$ cat config.mk
export PLATFORM = sky130hd
export DESIGN_NAME = mandelbrot_escape_time_unit_flat
export DESIGN_NICKNAME = d
export VERILOG_FILES = /design/src/mbe_pkg.sv /design/src/mbe_if.sv /design/src/mandelbrot_escape_time_unit.sv /design/src/flat_wrapper.sv
export SDC_FILE = /design/constraint.sdc
export NUM_CORES = 2
export LEC_CHECK = 0
export BUFFER_PORTS_ARGS = -buffer_cell sky130_fd_sc_hd__buf_4
export CORE_UTILIZATION = 45
export DETAILED_ROUTE_END_ITERATION = 10
export GPL_TIMING_DRIVEN = 0
export HOLD_SLACK_MARGIN = 0.02
export PLACE_DENSITY_LB_ADDON = 0.05
export SETUP_SLACK_MARGIN = 0.02
export SKIP_LAST_GASP = 1
export SLEW_MARGIN = 20
export SYNTH_ARGS = -nofsm -noshare
export SYNTH_HDL_FRONTEND = slang
export SYNTH_SLANG_ARGS = --single-unit
$ cat constraint.sdc
create_clock -name i_clk -period 10.8 [get_ports i_clk]
set_clock_uncertainty 0.05 [all_clocks]
set_input_delay 0.54 -clock i_clk [delete_from_list [all_inputs] [get_ports i_clk]]
set_output_delay 0.54 -clock i_clk [all_outputs]
set_load 0.05 [all_outputs]
$ cat src/mbe_pkg.sv
`timescale 1ns / 1ps

package mbe_pkg;

    localparam int COORD_W    = 32;
    localparam int FRAC_BITS  = 27;
    localparam int PROD_W     = 2 * COORD_W;
    localparam int CNT_W      = 12;
    localparam int IDX_W      = 12;
    localparam int CFG_IDX_W  = 3;
    localparam int CFG_DATA_W = 32;

    localparam int ROW_LIMIT = 4096;
    localparam int COL_LIMIT = 4096;

    localparam logic [PROD_W-1:0] ESCAPE_BOUND = 64'd4 << (2 * FRAC_BITS);

    localparam logic signed [COORD_W-1:0] MIN_X_RST  = -32'sd281857229;
    localparam logic signed [COORD_W-1:0] MIN_Y_RST  = -32'sd167772160;
    localparam logic signed [COORD_W-1:0] STEP_X_RST = 32'sd367002;
    localparam logic signed [COORD_W-1:0] STEP_Y_RST = 32'sd327680;
    localparam logic [CNT_W-1:0]          MAX_IT_RST = 12'd511;

    localparam logic [CFG_IDX_W-1:0] REG_MIN_X    = 3'd0;
    localparam logic [CFG_IDX_W-1:0] REG_MIN_Y    = 3'd1;
    localparam logic [CFG_IDX_W-1:0] REG_STEP_X   = 3'd2;
    localparam logic [CFG_IDX_W-1:0] REG_STEP_Y   = 3'd3;
    localparam logic [CFG_IDX_W-1:0] REG_MAX_ITER = 3'd4;

    typedef enum logic [3:0] {
        ST_IDLE,
        ST_MAP_X,
        ST_MAP_Y,
        ST_SET_C,
        ST_SQ_X,
        ST_SQ_Y,
        ST_CHECK,
        ST_UPDATE,
        ST_FINISH
    } t_state;

    function automatic logic signed [COORD_W-1:0] sat32(input logic signed [PROD_W-1:0] v);
        logic signed [PROD_W-1:0] hi;
        logic signed [PROD_W-1:0] lo;
        hi = PROD_W'({1'b0, {(COORD_W-1){1'b1}}});
        lo = -hi - 64'sd1;
        if (v > hi) begin
            return {1'b0, {(COORD_W-1){1'b1}}};
        end else if (v < lo) begin
            return {1'b1, {(COORD_W-1){1'b0}}};
        end else begin
            return v[COORD_W-1:0];
        end
    endfunction

endpackage

$ cat src/mbe_if.sv
`timescale 1ns / 1ps

interface mbe_pix_if;
    import mbe_pkg::*;
    logic             valid;
    logic             ready;
    logic [IDX_W-1:0] row;
    logic [IDX_W-1:0] col;
    modport source (output valid, output row, output col, input ready);
    modport sink   (input valid, input row, input col, output ready);
endinterface

interface mbe_res_if;
    import mbe_pkg::*;
    logic             valid;
    logic             ready;
    logic [CNT_W-1:0] iterations;
    logic [IDX_W-1:0] row_out;
    logic [IDX_W-1:0] col_out;
    modport source (output valid, output iterations, output row_out, output col_out,
                    input ready);
    modport sink   (input valid, input iterations, input row_out, input col_out,
                    output ready);
endinterface

interface mbe_cfg_if;
    import mbe_pkg::*;
    logic                  valid;
    logic                  ready;
    logic [CFG_IDX_W-1:0]  index;
    logic [CFG_DATA_W-1:0] data;
    modport source (output valid, output index, output data, input ready);
    modport sink   (input valid, input index, input data, output ready);
endinterface

$ cat src/mandelbrot_escape_time_unit.sv
`timescale 1ns / 1ps
// Channel  Dir  Payload                          Transaction
// i_cfg    in   index[2:0], data[31:0]          valid & ready (ready high out of reset)
// i_pix    in   row[11:0], col[11:0]            valid & ready
// o_res    out  iterations, row_out, col_out    valid & ready
//
// Each pixel runs n iterations before the next accept, n being the
// iteration count (at most max_iter): one shared 32x32 multiplier forms three
// products per iteration. i_pix.ready is high only while idle.
// Results sit in an output register; a held result stalls only the next finish.
// Synchronous active-low reset restores the register defaults.

module mandelbrot_escape_time_unit (
    input  logic      i_clk,
    input  logic      i_rst_n,
    mbe_cfg_if.sink   i_cfg,
    mbe_pix_if.sink   i_pix,
    mbe_res_if.source o_res
);
    import mbe_pkg::*;

    t_state r_state;
    t_state n_state;

    logic signed [COORD_W-1:0] r_min_x;
    logic signed [COORD_W-1:0] r_min_y;
    logic signed [COORD_W-1:0] r_step_x;
    logic signed [COORD_W-1:0] r_step_y;
    logic [CNT_W-1:0]          r_max_iter;

    logic [IDX_W-1:0]          r_row;
    logic [IDX_W-1:0]          r_col;
    logic [IDX_W-1:0]          n_row;
    logic [IDX_W-1:0]          n_col;
    logic signed [COORD_W-1:0] r_c_real;
    logic signed [COORD_W-1:0] r_c_imag;
    logic signed [COORD_W-1:0] r_z_real;
    logic signed [COORD_W-1:0] r_z_imag;
    logic [CNT_W-1:0]          r_iter;

    logic signed [COORD_W-1:0] mul_a;
    logic signed [COORD_W-1:0] mul_b;
    logic signed [PROD_W-1:0]  mul_p;
    logic signed [PROD_W-1:0]  r_prod;
    logic signed [PROD_W-1:0]  r_xx;
    logic signed [PROD_W-1:0]  r_diff;
    logic [PROD_W-1:0]         mag_sq;
    logic                      stop;

    logic                      r_out_valid;
    logic [CNT_W-1:0]          r_out_iter;
    logic [IDX_W-1:0]          r_out_row;
    logic [IDX_W-1:0]          r_out_col;
    logic                      out_free;
    logic                      in_fire;
    logic                      load_out;

    assign i_cfg.ready = i_rst_n;
    assign i_pix.ready = i_rst_n && (r_state == ST_IDLE);
    assign in_fire     = i_pix.valid && i_pix.ready;
    assign out_free    = !r_out_valid || o_res.ready;

    assign o_res.valid      = r_out_valid;
    assign o_res.iterations = r_out_iter;
    assign o_res.row_out    = r_out_row;
    assign o_res.col_out    = r_out_col;

    always_comb begin
        n_row = i_pix.row;
        n_col = i_pix.col;
        if (32'(i_pix.row) >= ROW_LIMIT) begin
            n_row = IDX_W'(ROW_LIMIT - 1);
        end
        if (32'(i_pix.col) >= COL_LIMIT) begin
            n_col = IDX_W'(COL_LIMIT - 1);
        end
    end

    assign mul_p  = mul_a * mul_b;
    assign mag_sq = unsigned'(r_xx) + unsigned'(r_prod);
    assign stop   = (r_iter >= r_max_iter) || (mag_sq >= ESCAPE_BOUND);

    always_comb begin
        n_state  = r_state;
        mul_a    = r_z_real;
        mul_b    = r_z_real;
        load_out = 1'b0;
        case (r_state)
            ST_IDLE: begin
                if (in_fire) begin
                    n_state = ST_MAP_X;
                end
            end
            ST_MAP_X: begin
                mul_a   = signed'(COORD_W'(r_col));
                mul_b   = r_step_x;
                n_state = ST_MAP_Y;
            end
            ST_MAP_Y: begin
                mul_a   = signed'(COORD_W'(r_row));
                mul_b   = r_step_y;
                n_state = ST_SET_C;
            end
            ST_SET_C: begin
                n_state = ST_SQ_X;
            end
            ST_SQ_X: begin
                n_state = ST_SQ_Y;
            end
            ST_SQ_Y: begin
                mul_a   = r_z_imag;
                mul_b   = r_z_imag;
                n_state = ST_CHECK;
            end
            ST_CHECK: begin
                mul_b   = r_z_imag;
                n_state = stop ? ST_FINISH : ST_UPDATE;
            end
            ST_UPDATE: begin
                n_state = ST_SQ_X;
            end
            ST_FINISH: begin
                if (out_free) begin
                    load_out = 1'b1;
                    n_state  = ST_IDLE;
                end
            end
            default: begin
                n_state = ST_IDLE;
            end
        endcase
    end

    always_ff @(posedge i_clk) begin
        if (!i_rst_n) begin
            r_state <= ST_IDLE;
        end else begin
            r_state <= n_state;
        end
    end

    always_ff @(posedge i_clk) begin
        if (!i_rst_n) begin
            r_min_x    <= MIN_X_RST;
            r_min_y    <= MIN_Y_RST;
            r_step_x   <= STEP_X_RST;
            r_step_y   <= STEP_Y_RST;
            r_max_iter <= MAX_IT_RST;
        end else if (i_cfg.valid && i_cfg.ready) begin
            case (i_cfg.index)
                REG_MIN_X:    r_min_x    <= signed'(i_cfg.data);
                REG_MIN_Y:    r_min_y    <= signed'(i_cfg.data);
                REG_STEP_X:   r_step_x   <= signed'(i_cfg.data);
                REG_STEP_Y:   r_step_y   <= signed'(i_cfg.data);
                REG_MAX_ITER: r_max_iter <= i_cfg.data[CNT_W-1:0];
                default: ;
            endcase
        end
    end

    // datapath around the shared multiplier
    always_ff @(posedge i_clk) begin
        r_prod <= mul_p;
        case (r_state)
            ST_IDLE: begin
                if (in_fire) begin
                    r_row <= n_row;
                    r_col <= n_col;
                end
            end
            ST_MAP_Y: begin
                r_c_real <= sat32(PROD_W'(r_min_x) + r_prod);
            end
            ST_SET_C: begin
                r_c_imag <= sat32(PROD_W'(r_min_y) + r_prod);
                r_z_real <= r_c_real;
                r_z_imag <= sat32(PROD_W'(r_min_y) + r_prod);
                r_iter   <= '0;
            end
            ST_SQ_Y: begin
                r_xx <= r_prod;
            end
            ST_CHECK: begin
                r_diff <= r_xx - r_prod;
            end
            ST_UPDATE: begin
                r_z_real <= sat32((r_diff >>> FRAC_BITS) + PROD_W'(r_c_real));
                r_z_imag <= sat32((r_prod >>> (FRAC_BITS - 1)) + PROD_W'(r_c_imag));
                r_iter   <= r_iter + CNT_W'(1);
            end
            default: ;
        endcase
    end

    always_ff @(posedge i_clk) begin
        if (!i_rst_n) begin
            r_out_valid <= 1'b0;
        end else if (load_out) begin
            r_out_valid <= 1'b1;
        end else if (o_res.ready) begin
            r_out_valid <= 1'b0;
        end
    end

    always_ff @(posedge i_clk) begin
        if (load_out) begin
            r_out_iter <= r_iter;
            r_out_row  <= r_row;
            r_out_col  <= r_col;
        end
    end

endmodule

$ cat src/flat_wrapper.sv
// flat-port wrapper written by rule: the top's interface ports become plain ports
module mandelbrot_escape_time_unit_flat import mbe_pkg::*;
  (i_clk, i_rst_n, i_cfg_valid, i_cfg_index, i_cfg_data, i_cfg_ready, i_pix_valid, i_pix_row, i_pix_col, i_pix_ready, o_res_valid, o_res_iterations, o_res_row_out, o_res_col_out, o_res_ready);
  mbe_cfg_if i_cfg_i ();
  mbe_pix_if i_pix_i ();
  mbe_res_if o_res_i ();
  input  logic i_clk;
  input  logic i_rst_n;
  input wire logic [$bits(i_cfg_i.valid)-1:0] i_cfg_valid;
  input wire logic [$bits(i_cfg_i.index)-1:0] i_cfg_index;
  input wire logic [$bits(i_cfg_i.data)-1:0] i_cfg_data;
  output wire logic [$bits(i_cfg_i.ready)-1:0] i_cfg_ready;
  input wire logic [$bits(i_pix_i.valid)-1:0] i_pix_valid;
  input wire logic [$bits(i_pix_i.row)-1:0] i_pix_row;
  input wire logic [$bits(i_pix_i.col)-1:0] i_pix_col;
  output wire logic [$bits(i_pix_i.ready)-1:0] i_pix_ready;
  output wire logic [$bits(o_res_i.valid)-1:0] o_res_valid;
  output wire logic [$bits(o_res_i.iterations)-1:0] o_res_iterations;
  output wire logic [$bits(o_res_i.row_out)-1:0] o_res_row_out;
  output wire logic [$bits(o_res_i.col_out)-1:0] o_res_col_out;
  input wire logic [$bits(o_res_i.ready)-1:0] o_res_ready;
  assign i_cfg_i.valid = i_cfg_valid;
  assign i_cfg_i.index = i_cfg_index;
  assign i_cfg_i.data = i_cfg_data;
  assign i_cfg_ready = i_cfg_i.ready;
  assign i_pix_i.valid = i_pix_valid;
  assign i_pix_i.row = i_pix_row;
  assign i_pix_i.col = i_pix_col;
  assign i_pix_ready = i_pix_i.ready;
  assign o_res_valid = o_res_i.valid;
  assign o_res_iterations = o_res_i.iterations;
  assign o_res_row_out = o_res_i.row_out;
  assign o_res_col_out = o_res_i.col_out;
  assign o_res_i.ready = o_res_ready;
  mandelbrot_escape_time_unit u_core (.i_clk(i_clk), .i_rst_n(i_rst_n), .i_cfg(i_cfg_i), .i_pix(i_pix_i), .o_res(o_res_i));
endmodule
==> flow_summary.ini <==
[setup_path]
cp_data_required_time_ps = 11320
timing.rr.end = u_core.r_prod[63]$_DFF_P_
crit_fanout = 10
max_stage_delay_ps = 590
cp_num_buf_inv = 4
critical_path_class = flop to flop
r2r_slack_ps = 220
crit-reg2reg-launch = u_core.r_state[1]$_SDFFE_PN0P_
ff2ff_path_depth = 30
cp-end-kind = flop
crit_arrival_ps = 11100
crit_path_frequent_cell = fa_1
critical_path.startpoint_type = flop
slowest_stage = nand4_1
crit_family = adder cells

[layout]
fin_nets = 9927
syn2layout_area_growth_pct = 10.9
drive_gt1_share_pct = 8.33
reg_top3 = u_core.r_prod x64, u_core.r_xx x64, u_core.r_diff x37
final_core_util_pct = 50.5
fillers = 14900

[run_status]
status = completed

[clock_network]
cts_buffers = 54
clk_latency_ps = 660
cts.path.max_buffers = 3
cts_tree = yes
cts.sinks = 510
cts.htree.levels = 2
clockRootBuffer = clkbuf_16
clk_pin_slew_worst_paths_ps = 70

[routing]
wl_per_cell_um = 27.5
drt-initial-drc-count = 6082
wl_um = 284000
via_count = 60400
ant_nets = 0
drc_errors = 0
routed_via_density = 5.84
dr.pass1.iters = 8

[timing]
maxSlewHeadroom_pct = 20.7
slew_viol_final = 0
fin_crit_sh_pct = 97.9
setup_viol = 0
report.final.hold_viol_count = 0
finalCriticalPeriod_ps = 10580
rsz0062_at_grt = no
fmax_ghz = 0.0945
tightest_slew_ps = 1180
worst_hold_slack_ps = 148

[synth]
synth_cell_types = 91
synth-xor-area-share_pct = 3.49
synth-adder-area-share_pct = 40.1
synth_warnings = 0
synth_edf_count = 301
syn_area_per_cell_sq_um = 8.84
yosysSeqAreaShare_pct = 18.7
syn_inst = 7988
synth_top_family_by_area = adder cells
synth_simple_gate_area_share_pct = 15.7
netlist_area_sq_mm = 0.0706
synth-seq-cells = 510
synthFlopType = edfxtp_1
synthMuxAreaShare_pct = 0.160
async_flop_share_pct = 0
synth_compound_area_share_pct = 13.7
synth_nets = 9663

[die]
die_h_um = 398
placementRows = 144
initial_core_util_pct = 45.6
dieWidth_um = 398
ios = 103
coreArea_sq_mm = 0.155
dieArea_sq_mm = 0.158

[global_routing]
grt_first_pass_wirelength_um = 412000
grt_pass1_vias = 59600
track_usage_pct = 36.0
grt_max_degree = 65
antenna_found_initial = 13
gr-total-overflow = 0

[place]
dp.final_hpwl_um = 240000
gp_congestion = 1.02
port-buffer-count = 101

[hold_path]
whs_path_depth = 3
worstHoldStart = i_cfg_data[12]
hp-class = input pin to flop
hold_end = u_core.r_min_x[12]$_SDFFE_PN1P_

[flow_run]
drv_cap = 0
[per-stage QoR]
| step | cells | setup WS, ps | setup TNS, ps | area (sq um) |
|---|---|---|---|---|
| finish | 10300 | 223 | 0 | 78300 |
| global route | 10300 | 0.0240 | 0 | 78300 |
| CTS | 10300 | 15.5 | 0 | 77600 |
| detailed placement | 10200 | -4020 | -106090 | 74500 |
| global placement | 10100 | -5310 | -168270 | 73900 |
| floorplan | 7988 | 125 | 0 | 70600 |
[worst reg2reg max path, delay by kind of cell, from the launching register on]
kind / cells / cell delay, ps
fa+ha+maj: 9 / 4240
compound gates: 10 / 2480
simple gates: 6 / 1950
buf+inv: 4 / 1260
flops: 1 / 380
xor+xnor: 1 / 140
[synth_stat cells, drive strengths merged, types with 29 or more instances]
library cell	count	area, sq um
inv	1151	4320
xor2	99	867
clkbuf	333	1250
ha	524	6560
nor2b	39	244
o21bai	72	541
nand3	102	510
edfxtp	301	9040
xnor2	182	1590
nand2	1146	4300
a211oi	42	315
a222oi	32	320
nand4	80	500
o211ai	36	270
dfxtp	209	4180
nor4	36	231
and3	29	181
a21o	152	1140
a21oi	520	2600
fa	1087	21800
nor2	819	3070
o21ai	276	1490
o21a	50	375
a22oi	53	398
nor3	76	380
a31oi	39	250
or3	29	181
nand2b	52	325
and2	47	294
[what timing repair did]
action                     in CTS  in global routing
resized for setup             285                235
hold endpoints to repair       24                  0
setup endpoints to repair      45                 17
hold buffers                   24                  0
pin swaps                      29                 25
buffers inserted               51                 35
[area by class of cell]
| type | count | area (sq um) | share of cell area (%) |
|---|---|---|---|
| Buffer | 322 | 1750 | 2.23 |
| Timing Repair Buffer | 245 | 2180 | 2.78 |
| Antenna cell | 5 | 12.5 | 0.0160 |
| Multi-Input combinational cell | 5967 | 52400 | 66.9 |
| Clock buffer | 69 | 1520 | 1.95 |
| Inverter | 1152 | 4330 | 5.53 |
| Clock inverter | 33 | 307 | 0.392 |
| Sequential cell | 510 | 13200 | 16.9 |
| Tap cell | 2044 | 2560 | 3.27 |
[cells in the final DEF, fill, tap and decap left out, drive strengths merged, types with 36 or more instances in the layout]
master,synthesis,layout
fa,1087,1087
dfxtp,209,209
o211ai,36,36
nand3,102,102
xnor2,182,182
xor2,99,99
clkbuf,333,331
o21bai,72,72
nand2b,52,52
and2,47,47
a22oi,53,53
edfxtp,301,301
nor2b,39,39
nor2,819,819
inv,1151,1159
buf,26,281
a21oi,520,520
nand2,1146,1146
o21a,50,50
a31oi,39,39
nand4,80,80
nor3,76,76
a21o,152,152
ha,524,524
o21ai,276,276
a211oi,42,42
nor4,36,36
[kinds of logic (layout without fill, tap and decap cells)]
family / after synthesis / in the layout
flops: 510 / 510
compound gates: 1495 / 1495
fa+ha+maj: 1611 / 1611
xor+xnor: 281 / 281
other cells: 0 / 5
mux: 11 / 11
simple gates: 2569 / 2569
buf+inv: 1511 / 1821
[worst max-delay path by stage]
stage                                              start                   endpoint  slack [ps]  cells after the start
final                     u_core.r_state[1]$_SDFFE_PN0P_  u_core.r_prod[63]$_DFF_P_         220                     30
after global routing      u_core.r_state[1]$_SDFFE_PN0P_  u_core.r_prod[63]$_DFF_P_        0.02                     34
after CTS                 u_core.r_state[0]$_SDFFE_PN0P_  u_core.r_prod[63]$_DFF_P_          20                     35
after detailed placement  u_core.r_state[1]$_SDFFE_PN0P_  u_core.r_prod[63]$_DFF_P_       -4020                     34
after global placement    u_core.r_state[1]$_SDFFE_PN0P_  u_core.r_prod[63]$_DFF_P_       -5310                     35
after floorplan           u_core.r_state[1]$_SDFFE_PN0P_  u_core.r_prod[63]$_DFF_P_         130                     36
[layer usage]
metal  wire, um  track usage [%]  part of all wire (%)  vias to the layer above
li1           -                -                     -                    26700
met1     121000             50.3                    43                    30500
met2     121000             53.7                    43                     2667
met3      26600             7.79                   9.4                      497
met4      14600             15.3                   5.1                       20
met5        338            0.999                  0.12                        -
Power is left out: the tool's default activity adds up to more than one toggle a clock period on the data nets, which glitch-free logic cannot reach.
